<file path="src/hw/rtl/dger_pkg.sv">
`timescale 1ns / 1ps

package dger_pkg;

    localparam int MAX_POINTS = 128;
    localparam int IDX_W      = $clog2(MAX_POINTS);
    localparam int CNT_W      = $clog2(MAX_POINTS + 1);
    localparam int COORD_W    = 7;
    localparam int D_W        = 7;
    localparam int LAKE_HALF  = 50;
    localparam int DISK_TERM  = 15;
    localparam int OPND_W     = 10;
    localparam int SUM_W      = 2 * OPND_W;

    typedef logic signed [COORD_W-1:0] t_coord;
    typedef logic        [D_W-1:0]     t_dist;
    typedef logic signed [OPND_W-1:0]  t_opnd;
    typedef logic        [SUM_W-1:0]   t_sum;
    typedef logic        [IDX_W-1:0]   t_idx;
    typedef logic        [CNT_W-1:0]   t_cnt;

endpackage

</file>
<file path="src/hw/rtl/dger_sq_unit.sv">
`timescale 1ns / 1ps

module dger_sq_unit (
    input  logic            i_clk,
    input  dger_pkg::t_opnd i_a,
    input  dger_pkg::t_opnd i_b,
    output dger_pkg::t_sum  o_sum
);
    import dger_pkg::*;

    logic signed [SUM_W-1:0] w_sq_a;
    logic signed [SUM_W-1:0] w_sq_b;

    assign w_sq_a = i_a * i_a;
    assign w_sq_b = i_b * i_b;

    always_ff @(posedge i_clk) begin
        o_sum <= $unsigned(w_sq_a) + $unsigned(w_sq_b);
    end

endmodule

</file>
<file path="src/hw/rtl/disk_graph_escape_reachability.sv">
`timescale 1ns / 1ps
// Points load one per cycle while o_in_stall is low; a point marked last starts the search
// and the result follows it. Search: limit setup, then per start candidate a read, square,
// compare and next step, per popped point a pop, address and check step and a scan of all
// stored points, then the result is registered. One shared squarer; one-port point memories.
// Reset is synchronous and active low: it clears the sequencer, count, drop flag, visited
// bits and jump distance; the point and stack memories are not cleared.

module disk_graph_escape_reachability (
    input  logic             i_clk,
    input  logic             i_rst_n,
    input  logic             i_cfg_wr_en,
    input  dger_pkg::t_dist  i_cfg_wr_data,
    input  logic             i_in_valid,
    output logic             o_in_stall,
    input  dger_pkg::t_coord i_x_coord,
    input  dger_pkg::t_coord i_y_coord,
    input  logic             i_last_point,
    output logic             o_out_valid,
    input  logic             i_out_stall,
    output logic             o_reachable,
    output logic             o_overflow
);
    import dger_pkg::*;

    typedef enum logic [3:0] {
        S_LOAD,
        S_LIM1,
        S_LIM2,
        S_LIM3,
        S_OUTER_RD,
        S_OUTER_SQ,
        S_OUTER_CMP,
        S_NEXT,
        S_POP,
        S_POP_ADDR,
        S_POP_CHK,
        S_SCAN,
        S_FINISH
    } t_state;

    t_state                r_state;
    t_dist                 r_jd;
    t_cnt                  r_count;
    logic                  r_drop;
    logic                  r_found;
    logic [MAX_POINTS-1:0] r_visited;
    t_sum                  r_start_lim;
    t_sum                  r_jump_lim;
    t_cnt                  r_s;
    t_cnt                  r_j;
    t_cnt                  r_top;
    logic                  r_v1;
    logic                  r_v2;
    t_idx                  r_j1;
    t_idx                  r_j2;
    t_coord                r_cx;
    t_coord                r_cy;

    t_coord mem_x [MAX_POINTS];
    t_coord mem_y [MAX_POINTS];
    t_idx   mem_stk [MAX_POINTS];
    t_coord r_rdx;
    t_coord r_rdy;
    t_idx   r_stk_rd;

    logic   w_in_accept;
    logic   w_load_we;
    t_idx   w_pt_raddr;
    t_cnt   w_top_dec;
    t_cnt   w_s_inc;
    logic   w_push;
    logic   w_seed;
    logic   w_stk_we;
    t_idx   w_stk_waddr;
    t_idx   w_stk_wdata;
    t_opnd  w_op_a;
    t_opnd  w_op_b;
    t_sum   w_sum;
    logic [COORD_W:0] w_ext_x;
    logic [COORD_W:0] w_ext_y;
    logic [COORD_W:0] w_ax;
    logic [COORD_W:0] w_ay;
    logic   w_exit;
    logic   w_can_put;

    dger_sq_unit u_sq (
        .i_clk (i_clk),
        .i_a   (w_op_a),
        .i_b   (w_op_b),
        .o_sum (w_sum)
    );

    assign o_in_stall  = (r_state != S_LOAD);
    assign w_in_accept = i_in_valid && !o_in_stall;
    assign w_load_we   = w_in_accept && (r_count < CNT_W'(MAX_POINTS));
    assign w_top_dec   = r_top - CNT_W'(1);
    assign w_s_inc     = r_s + CNT_W'(1);
    assign w_can_put   = !o_out_valid || !i_out_stall;

    assign w_push = (r_state == S_SCAN) && r_v2 && !r_visited[r_j2] &&
                    (w_sum <= r_jump_lim) && (r_top < CNT_W'(MAX_POINTS));
    assign w_seed = (r_state == S_OUTER_CMP) && !r_visited[r_s[IDX_W-1:0]] &&
                    (w_sum <= r_start_lim);
    assign w_stk_we    = w_push || w_seed;
    assign w_stk_waddr = w_seed ? '0 : r_top[IDX_W-1:0];
    assign w_stk_wdata = w_seed ? r_s[IDX_W-1:0] : r_j2;

    assign w_ext_x = {r_rdx[COORD_W-1], r_rdx};
    assign w_ext_y = {r_rdy[COORD_W-1], r_rdy};
    assign w_ax    = r_rdx[COORD_W-1] ? (~w_ext_x + 1'b1) : w_ext_x;
    assign w_ay    = r_rdy[COORD_W-1] ? (~w_ext_y + 1'b1) : w_ext_y;
    assign w_exit  = ((w_ax + {1'b0, r_jd}) >= (COORD_W + 1)'(LAKE_HALF)) ||
                     ((w_ay + {1'b0, r_jd}) >= (COORD_W + 1)'(LAKE_HALF));

    always_comb begin
        case (r_state)
            S_OUTER_RD: w_pt_raddr = r_s[IDX_W-1:0];
            S_POP_ADDR: w_pt_raddr = r_stk_rd;
            S_SCAN:     w_pt_raddr = r_j[IDX_W-1:0];
            default:    w_pt_raddr = '0;
        endcase
    end

    always_comb begin
        case (r_state)
            S_LIM1: begin
                w_op_a = t_opnd'({{(OPND_W-D_W-1){1'b0}}, r_jd, 1'b0}) + t_opnd'(DISK_TERM);
                w_op_b = '0;
            end
            S_LIM2: begin
                w_op_a = t_opnd'({{(OPND_W-D_W){1'b0}}, r_jd});
                w_op_b = '0;
            end
            S_OUTER_SQ: begin
                w_op_a = t_opnd'(r_rdx) <<< 1;
                w_op_b = t_opnd'(r_rdy) <<< 1;
            end
            S_SCAN: begin
                w_op_a = t_opnd'(r_cx) - t_opnd'(r_rdx);
                w_op_b = t_opnd'(r_cy) - t_opnd'(r_rdy);
            end
            default: begin
                w_op_a = '0;
                w_op_b = '0;
            end
        endcase
    end

    always_ff @(posedge i_clk) begin
        if (w_load_we) begin
            mem_x[r_count[IDX_W-1:0]] <= i_x_coord;
            mem_y[r_count[IDX_W-1:0]] <= i_y_coord;
        end
        r_rdx <= mem_x[w_pt_raddr];
        r_rdy <= mem_y[w_pt_raddr];
    end

    always_ff @(posedge i_clk) begin
        if (w_stk_we) begin
            mem_stk[w_stk_waddr] <= w_stk_wdata;
        end
        r_stk_rd <= mem_stk[w_top_dec[IDX_W-1:0]];
    end

    always_ff @(posedge i_clk) begin
        if (!i_rst_n) begin
            r_state     <= S_LOAD;
            r_jd        <= '0;
            r_count     <= '0;
            r_drop      <= 1'b0;
            r_found     <= 1'b0;
            r_visited   <= '0;
            r_s         <= '0;
            r_j         <= '0;
            r_top       <= '0;
            r_v1        <= 1'b0;
            r_v2        <= 1'b0;
            o_out_valid <= 1'b0;
        end else begin
            if (i_cfg_wr_en) begin
                r_jd <= i_cfg_wr_data;
            end
            if (o_out_valid && !i_out_stall && (r_state != S_FINISH)) begin
                o_out_valid <= 1'b0;
            end
            case (r_state)
                S_LOAD: begin
                    if (w_in_accept) begin
                        if (w_load_we) begin
                            r_count <= r_count + CNT_W'(1);
                        end else begin
                            r_drop <= 1'b1;
                        end
                        if (i_last_point) begin
                            r_found <= 1'b0;
                            r_state <= S_LIM1;
                        end
                    end
                end
                S_LIM1: begin
                    r_state <= S_LIM2;
                end
                S_LIM2: begin
                    r_start_lim <= w_sum;
                    r_state     <= S_LIM3;
                end
                S_LIM3: begin
                    r_jump_lim <= w_sum;
                    r_s        <= '0;
                    r_state    <= S_OUTER_RD;
                end
                S_OUTER_RD: begin
                    r_state <= S_OUTER_SQ;
                end
                S_OUTER_SQ: begin
                    r_state <= S_OUTER_CMP;
                end
                S_OUTER_CMP: begin
                    if (w_seed) begin
                        r_visited[r_s[IDX_W-1:0]] <= 1'b1;
                        r_top   <= CNT_W'(1);
                        r_state <= S_POP;
                    end else begin
                        r_state <= S_NEXT;
                    end
                end
                S_NEXT: begin
                    if (w_s_inc >= r_count) begin
                        r_state <= S_FINISH;
                    end else begin
                        r_s     <= w_s_inc;
                        r_state <= S_OUTER_RD;
                    end
                end
                S_POP: begin
                    r_top   <= w_top_dec;
                    r_state <= S_POP_ADDR;
                end
                S_POP_ADDR: begin
                    r_state <= S_POP_CHK;
                end
                S_POP_CHK: begin
                    if (w_exit) begin
                        r_found <= 1'b1;
                        r_state <= S_FINISH;
                    end else begin
                        r_cx    <= r_rdx;
                        r_cy    <= r_rdy;
                        r_j     <= '0;
                        r_v1    <= 1'b0;
                        r_v2    <= 1'b0;
                        r_state <= S_SCAN;
                    end
                end
                S_SCAN: begin
                    if (r_j < r_count) begin
                        r_v1 <= 1'b1;
                        r_j1 <= r_j[IDX_W-1:0];
                        r_j  <= r_j + CNT_W'(1);
                    end else begin
                        r_v1 <= 1'b0;
                    end
                    r_v2 <= r_v1;
                    r_j2 <= r_j1;
                    if (w_push) begin
                        r_visited[r_j2] <= 1'b1;
                        r_top           <= r_top + CNT_W'(1);
                    end
                    if ((r_j >= r_count) && !r_v1 && !r_v2) begin
                        r_state <= (r_top != '0) ? S_POP : S_NEXT;
                    end
                end
                S_FINISH: begin
                    if (w_can_put) begin
                        o_out_valid <= 1'b1;
                        o_reachable <= r_found;
                        o_overflow  <= r_drop;
                        r_count     <= '0;
                        r_drop      <= 1'b0;
                        r_visited   <= '0;
                        r_top       <= '0;
                        r_state     <= S_LOAD;
                    end
                end
                default: begin
                    r_state <= S_LOAD;
                end
            endcase
        end
    end

    // The search never holds more stack entries than stored points.
    assert property (@(posedge i_clk) disable iff (!i_rst_n)
        (r_top <= r_count) && (r_count <= CNT_W'(MAX_POINTS)))
        else $error("stack depth exceeds the stored point count");

    // Finding an exit ends the search at once.
    assert property (@(posedge i_clk) disable iff (!i_rst_n)
        $rose(r_found) |-> (r_state == S_FINISH))
        else $error("exit found without ending the search");

    // A finished set leaves the block clean for the next one.
    assert property (@(posedge i_clk) disable iff (!i_rst_n)
        ($past(r_state) == S_FINISH) && (r_state == S_LOAD)
            |-> (r_visited == '0) && (r_count == '0) && !r_drop && o_out_valid)
        else $error("set state not cleared after the result");

endmodule
</file>
<file path="config.mk">
export PLATFORM = sky130hd
export DESIGN_NAME = disk_graph_escape_reachability
export DESIGN_NICKNAME = d
export VERILOG_FILES = /design/src/hw/rtl/dger_pkg.sv /design/src/hw/rtl/dger_sq_unit.sv /design/src/hw/rtl/disk_graph_escape_reachability.sv
export SDC_FILE = /design/constraint.sdc
export NUM_CORES = 2
export LEC_CHECK = 0
export BUFFER_PORTS_ARGS = -buffer_cell sky130_fd_sc_hd__buf_2
export CORE_MARGIN = 2
export CORE_UTILIZATION = 68
export DETAILED_ROUTE_END_ITERATION = 10
export GPL_TIMING_DRIVEN = 0
export PLACE_DENSITY = 0.84
export SYNTH_ARGS = -nofsm -noshare
export SYNTH_HDL_FRONTEND = slang
export SYNTH_SLANG_ARGS = --single-unit
</file>
<file path="constraint.sdc">
create_clock -name i_clk -period 23.9 [get_ports i_clk]
set_clock_uncertainty 0.1 [all_clocks]
set_input_delay 2.39 -clock i_clk [delete_from_list [all_inputs] [get_ports i_clk]]
set_output_delay 2.39 -clock i_clk [all_outputs]
set_load 0.005 [all_outputs]
</file>
[After elaboration in Yosys (flattened, before gate mapping)]
Memories as Yosys holds them, arrays and structs flattened. A register that Yosys moved wholly into a read port is not among the register bits.
Cells that the tools add are included.
Operators by class
  reduce and logical (&&, ||, !) cells: 48
  eq/ne operators: 25
  muxes and demuxes: 59
  order comparisons: 13
  multiply operators: 2
  add/subtract/negate cells: 13
  bitwise gates (word level): 5
Operator list (number)
  2-to-1 mux 128 bit: 3
  case mux 128 bit (3 select lines): 1
  bitwise OR 128 bit: 2
  2-to-1 mux 8 bit: 10
  case mux 4 bit (13 select lines): 1
  adder 8 x 1 -> 8 bit, second input constant: 6
  case mux 8 bit (2 select lines): 3
  <= comparator 20 bit: 2
  multiplier 10 x 10 -> 20 bit: 2
  case mux 10 bit (4 select lines): 1
  case mux 8 bit (4 select lines): 1
  2-to-1 mux 4 bit: 7
  AND reduction 4 bit: 6
  case mux 7 bit (3 select lines): 1
  adder 20 bit: 1
  equality test 4 bit, second input constant: 5
  != test 2 bit, second input constant: 10
  case mux 10 bit (2 select lines): 1
  2-to-1 mux 1 bit: 19
  adder 8 x 7 -> 8 bit: 2
  equality test 4 x 3 -> 1 bit, second input constant: 4
  greater-or-equal comparator 8 x 6 -> 1 bit, second input constant: 2
  greater-or-equal comparator 8 bit: 2
  < comparator 7 x 8 -> 1 bit, second input constant: 2
  27 further kinds: 71
Storage, ports and cells
  bits in registers: 266
  word-level logic and storage cells: 189
  bits in writable memories: 2688
  output and inout bits: 4
  memories kept: 3
  bits of input ports: 27
Memory list
  mem_stk: words 128, width 7, read ports 1, clocked after Yosys merged registers in 1, wr ports 1, RTL line disk_graph_escape_reachability.sv:62  | t_idx mem_stk [MAX_POINTS];
  mem_x: words 128, width 7, read ports 1, clocked after Yosys merged registers in 1, wr ports 1, RTL line disk_graph_escape_reachability.sv:60  | t_coord mem_x [MAX_POINTS];
  mem_y: words 128, width 7, read ports 1, clocked after Yosys merged registers in 1, wr ports 1, RTL line disk_graph_escape_reachability.sv:61  | t_coord mem_y [MAX_POINTS];

[Logic depth before layout (Yosys ltp)]
  word-level depth: 9
  mapped depth: 34
  mapped depth without buffers: 34

[Hierarchy]
Synthesis repeated with hierarchy kept, for this count alone.
Unflattened totals
  cell total of the unflattened synthesis: 9181
  area, all modules: 129835.8 sq um
Modules (own cells, without submodules)
  disk_graph_escape_reachability: cells an instance 8406, area each 122282.3 sq um, instances 1, sequential area each 86763.2 sq um
  dger_sq_unit: cells an instance 775, area each 7553.5 sq um, instances 1, sequential area each 400.4 sq um

[Least setup slack after synthesis]
OpenSTA, ideal clock, no wires.
  path type: register to register
  start: reg r_s[2]
  end: mem mem_stk[0][0] (netlist name), data pin
  stages on the path, launching flop included: 12
  data arrival time: 7.477 ns
  path slack: 15.126 ns
  setup time: 1.197 ns
  path buffers: 4
  cells stage by stage: dfxtp_1 buf_2 buf_2 mux4_2 mux4_2 nand3_1 o21ai_0 nor3_1 o221ai_2 clkbuf_1 clkbuf_1 o21ai_0
On the way
  longest elaborated chain between the ends: 6
Ends and longest elaborated chain
  start: declaration: RTL line disk_graph_escape_reachability.sv:50  | t_cnt r_s;
  start signal: assignment: RTL line disk_graph_escape_reachability.sv:232  | r_s <= w_s_inc;
  binary-select mux 1 bit (select 7 bit): RTL line disk_graph_escape_reachability.sv:103  | assign w_seed = (r_state == S_OUTER_CMP) && !r_visited[r_s[IDX_W-1:0]] &&
  2-to-1 mux 1 bit (not written as such): RTL line disk_graph_escape_reachability.sv:103
  logical NOT 1 bit: RTL line disk_graph_escape_reachability.sv:103
  logical AND 1 bit (2 in series): RTL line disk_graph_escape_reachability.sv:103
  2-to-1 mux 7 bit: RTL line disk_graph_escape_reachability.sv:107  | assign w_stk_wdata = w_seed ? r_s[IDX_W-1:0] : r_j2;
  via w_stk_wdata[0]: RTL line disk_graph_escape_reachability.sv:76  | t_idx w_stk_wdata;
  end: declaration: RTL line disk_graph_escape_reachability.sv:62
The timed path passes the listed nets, and every way through them passes these cells. The select of a mux whose other input is x is not followed.

[Worst setup path after layout]
  start: reg r_rdy[1], read port of mem_y
  end: reg u_sq.o_sum[18]
On the way
  longest elaborated chain between the ends: 4
Ends and longest elaborated chain
  start: declaration: RTL line disk_graph_escape_reachability.sv:64  | t_coord r_rdy;
  subtractor 7 x 7 -> 8 bit: RTL line disk_graph_escape_reachability.sv:141  | w_op_b = t_opnd'(r_cy) - t_opnd'(r_rdy);
  case mux 10 bit (2 select lines) *: RTL line disk_graph_escape_reachability.sv:126  | case (r_state)
  multiplier 10 x 10 -> 20 bit *: RTL line dger_sq_unit.sv:15  | assign w_sq_b = i_b * i_b;
  adder 20 bit *: RTL line dger_sq_unit.sv:18  | o_sum <= $unsigned(w_sq_a) + $unsigned(w_sq_b);
  end signal: assignment: RTL line dger_sq_unit.sv:18
  end: declaration: RTL line dger_sq_unit.sv:7  | output dger_pkg::t_sum o_sum
Mark *: on every way between the ends. The rest lies on a longest branch, timed or not.
A chain may end at the register's enable or synchronous reset.

==> metrics.md <==
| Metric | Value |
|---|---|
| Max transition margin | -0.128 |
| Hold Slack | 329 ps |
| Sequential fraction of the synthesis area | 0.679 |
| Number of buffers created by CTS | 306 |
| Crit path kind | flop to flop |
| Worst Tran Pin Value | 1690 ps |
| Final Hold Viols | 0 |
| Top delay family on crit path | adder cells |
| Worst reg-to-reg path cell count | 32 |
| Max stage delay on crit path | 790 ps |
| First-pass GRT wire length | 612 mm |
| Worst hold stages | 0 |
| EDFF count, synth | 2758 |
| DRT Pass-1 Iters | 11 |
| Final Cell Area | 142000 sq um |
| Worst Path Arrival | 10280 ps |
| Slowest cell on the critical path | nor2_2 |
| CTS max path bufs | 4 |
| Post-CTS resize count | 0 |
| Iter 0 DRT Violations | 17.9k |
| Final worst-path cycle share | 0.398 |
| Postcts setup bufs | 0 |
| Max FO, Critical Path | 13 |
| Initial antenna violation count | 40 |
| Final setup margin | 14380 ps |
| GP Congestion | 1.03 |
| IO Pins | 31 |
| Root Driver | clkbuf_16 |
| Status | finished, violations left |
| Share of cells above drive strength 1 | 0.0952 |
| WL final | 434 mm |
| Most used cell, CP | fa_1 |
| Area share of the largest cell type after synthesis | 0.645 |
| Die width | 439 microns |
| WL per Instance | 34.4 microns |
| Crit path buf inv count | 8 |
| Fin. max-slew vios | 47 |
| Pin count of the biggest net entering global routing | 100 |
| Avg Inst Size Synth | 13.5 sq um |
| Setup TNS | 0 ps |
| Netlist cell types | 83 |
| IO Port Bufs | 29 |
| RSZ-0062 raised after global routing | false |
| CP Capture Type | flop |
| Synth area leaders | edfxtp_1, nand2_1, mux4_2 |
| CP required | 24650 ps |
| Cts hold-fix bufs | 0 |
| HPWL after DPL | 278 mm |
| Die area | 192000 sq um |
| FMAX | 0.105 GHz |
| H-tree levels | 5 |
| Skew-Pair Late Insertion Delay | 1000 ps |
| Worst hold path class | flop to flop |
| Synth Cell Area | 128000 sq um |
| Routed Antenna Nets | 0 |
| Grt total ovfl | 0 |
| Synth async-reset ratio | 0 |
| Dpl cell area | 133000 sq um |
| Post-route core utilization | 0.757 |
| Final setup fails | 0 |
| Fill cell count | 10.4k |
| Layout area overhead | 10.6% |
| Die H | 439 microns |
| Synth Register Bits | 2975 |
| Final min period | 9520 ps |
| Pwr per Cell Area | 76.8 nW/um^2 |
| Synth Instances | 9516 |
| Commonest cells after routing, fill and taps aside | edfxtp_1, nand2_1, nand3_1, nor2_1, clkbuf_1 |
| Synthesis Warnings | 0 |
| Total GRT Usage | 0.449 |
| Cell taking the most area after synthesis | edfxtp_1 |
| Synth Flop Type | edfxtp_1 |
| Switching fraction of total power | 0.224 |
| Clock share of power | 0.426 |
| Crit. path cell count | 32 |
| Net Switching | 2.44 mW |
| Num rows | 159 |
| Total Power | 10.9 mW |
| Worst-path clk slew | 60 ps |
| Most common cell after layout, fill and taps aside | edfxtp_1 |
| Nets | 10.3k |
| Clock sink count | 2975 |
| Core area | 188000 sq um |
| Place WS | 14020 ps |
| Via density | 7.26 |
| Vias | 91.6k |
| Setup crit start kind | flop |
| Failing checks | design-rule violations, max-capacitance violations, max-slew violations |
| Clock tree from TritonCTS | built |
| Placed Cells | 12.1k |
| P_int | 8.46 mW |
| VDD IR max | 109 uV |
| Final Instance Count excl. Fillers | 12.6k |
| Syn nets | 9891 |
| Max-Cap Viols | 6 |
| DRC errors left | 16 |
| Leak | 48.2 nW |
| Vias in the first global route | 87.8k |
| Initial Utilization | 0.684 |
| Comb pwr share | 0.049 |
| Reg power frac | 0.525 |
==> cell families after synthesis <==
logic type | after synthesis | share of synthesized area
AND/OR/NAND/NOR | 3763 | 0.125
flip-flops | 2975 | 0.679
AO/OA/AOI/OAI | 1037 | 0.0561
buffers and inverters | 919 | 0.0287
multiplexers | 400 | 0.0617
adder cells (fa/ha/maj) | 348 | 0.0447
XOR/XNOR | 74 | 0.00505
==> registers in the layout (all words and copies together), names as in the netlist, 8 cells and up <==
signal / cells
r_count: 8
mem_stk: 896
r_top: 8
r_s: 8
mem_y: 896
r_visited: 128
r_start_lim: 20
u_sq.o_sum: 20
r_j: 8
mem_x: 896
r_jump_lim: 20
==> power groups by stage <==
stage / clock, mW / sequential, mW / combinational [mW]
5_1_grt: 4.77 / 5.73 / 0.558
4_1_cts: 4.59 / 5.73 / 0.511
3_3_place_gp: 0 / 5.85 / 0.464
2_1_floorplan: 0 / 5.83 / 0.280
3_5_place_dp: 0 / 5.84 / 0.499
6_report: 4.64 / 5.73 / 0.535
==> synth_stat cells (all sizes together), types with 45 or more instances <==
| cell type | count |
|---|---|
| a21oi | 284 |
| a311o | 45 |
| a311oi | 130 |
| a31oi | 108 |
| and3 | 144 |
| buf | 156 |
| clkbuf | 418 |
| dfxtp | 217 |
| edfxtp | 2758 |
| fa | 184 |
| ha | 164 |
| inv | 341 |
| mux2i | 55 |
| mux4 | 309 |
| nand2 | 2047 |
| nand3 | 790 |
| nor2 | 544 |
| nor3 | 69 |
| o21ai | 73 |
| o22ai | 134 |
| xnor2 | 58 |
==> layer usage <==
layer	routed length (microns)	GRT usage
met1	141000	0.584
met4	31800	0.256
met2	189000	0.654
met5	413	0.00372
met3	72600	0.172
==> area by class of cell <==
type / instances / area, sq um / area share
Antenna cell: 28 / 70.1 / 0.000493
Buffer: 574 / 2400 / 0.0169
Clock buffer: 380 / 8130 / 0.0573
Clock inverter: 141 / 1160 / 0.00817
Inverter: 345 / 1290 / 0.00912
Multi-Input combinational cell: 5622 / 37700 / 0.265
Sequential cell: 2975 / 87200 / 0.614
Tap cell: 2495 / 3120 / 0.0220
Timing Repair Buffer: 63 / 1010 / 0.00714
==> final timing paths <==
kind	startpoint	endpoint	slack (ps)
hold reg to reg	r_j1[2]	r_j2[2]	330
hold / removal	r_j1[2]	r_j2[2]	330
setup reg to reg	r_rdy[1]	u_sq.o_sum[18]	14380
setup / recovery	r_rdy[1]	u_sq.o_sum[18]	14380
(Power assumes the default switching activity.)
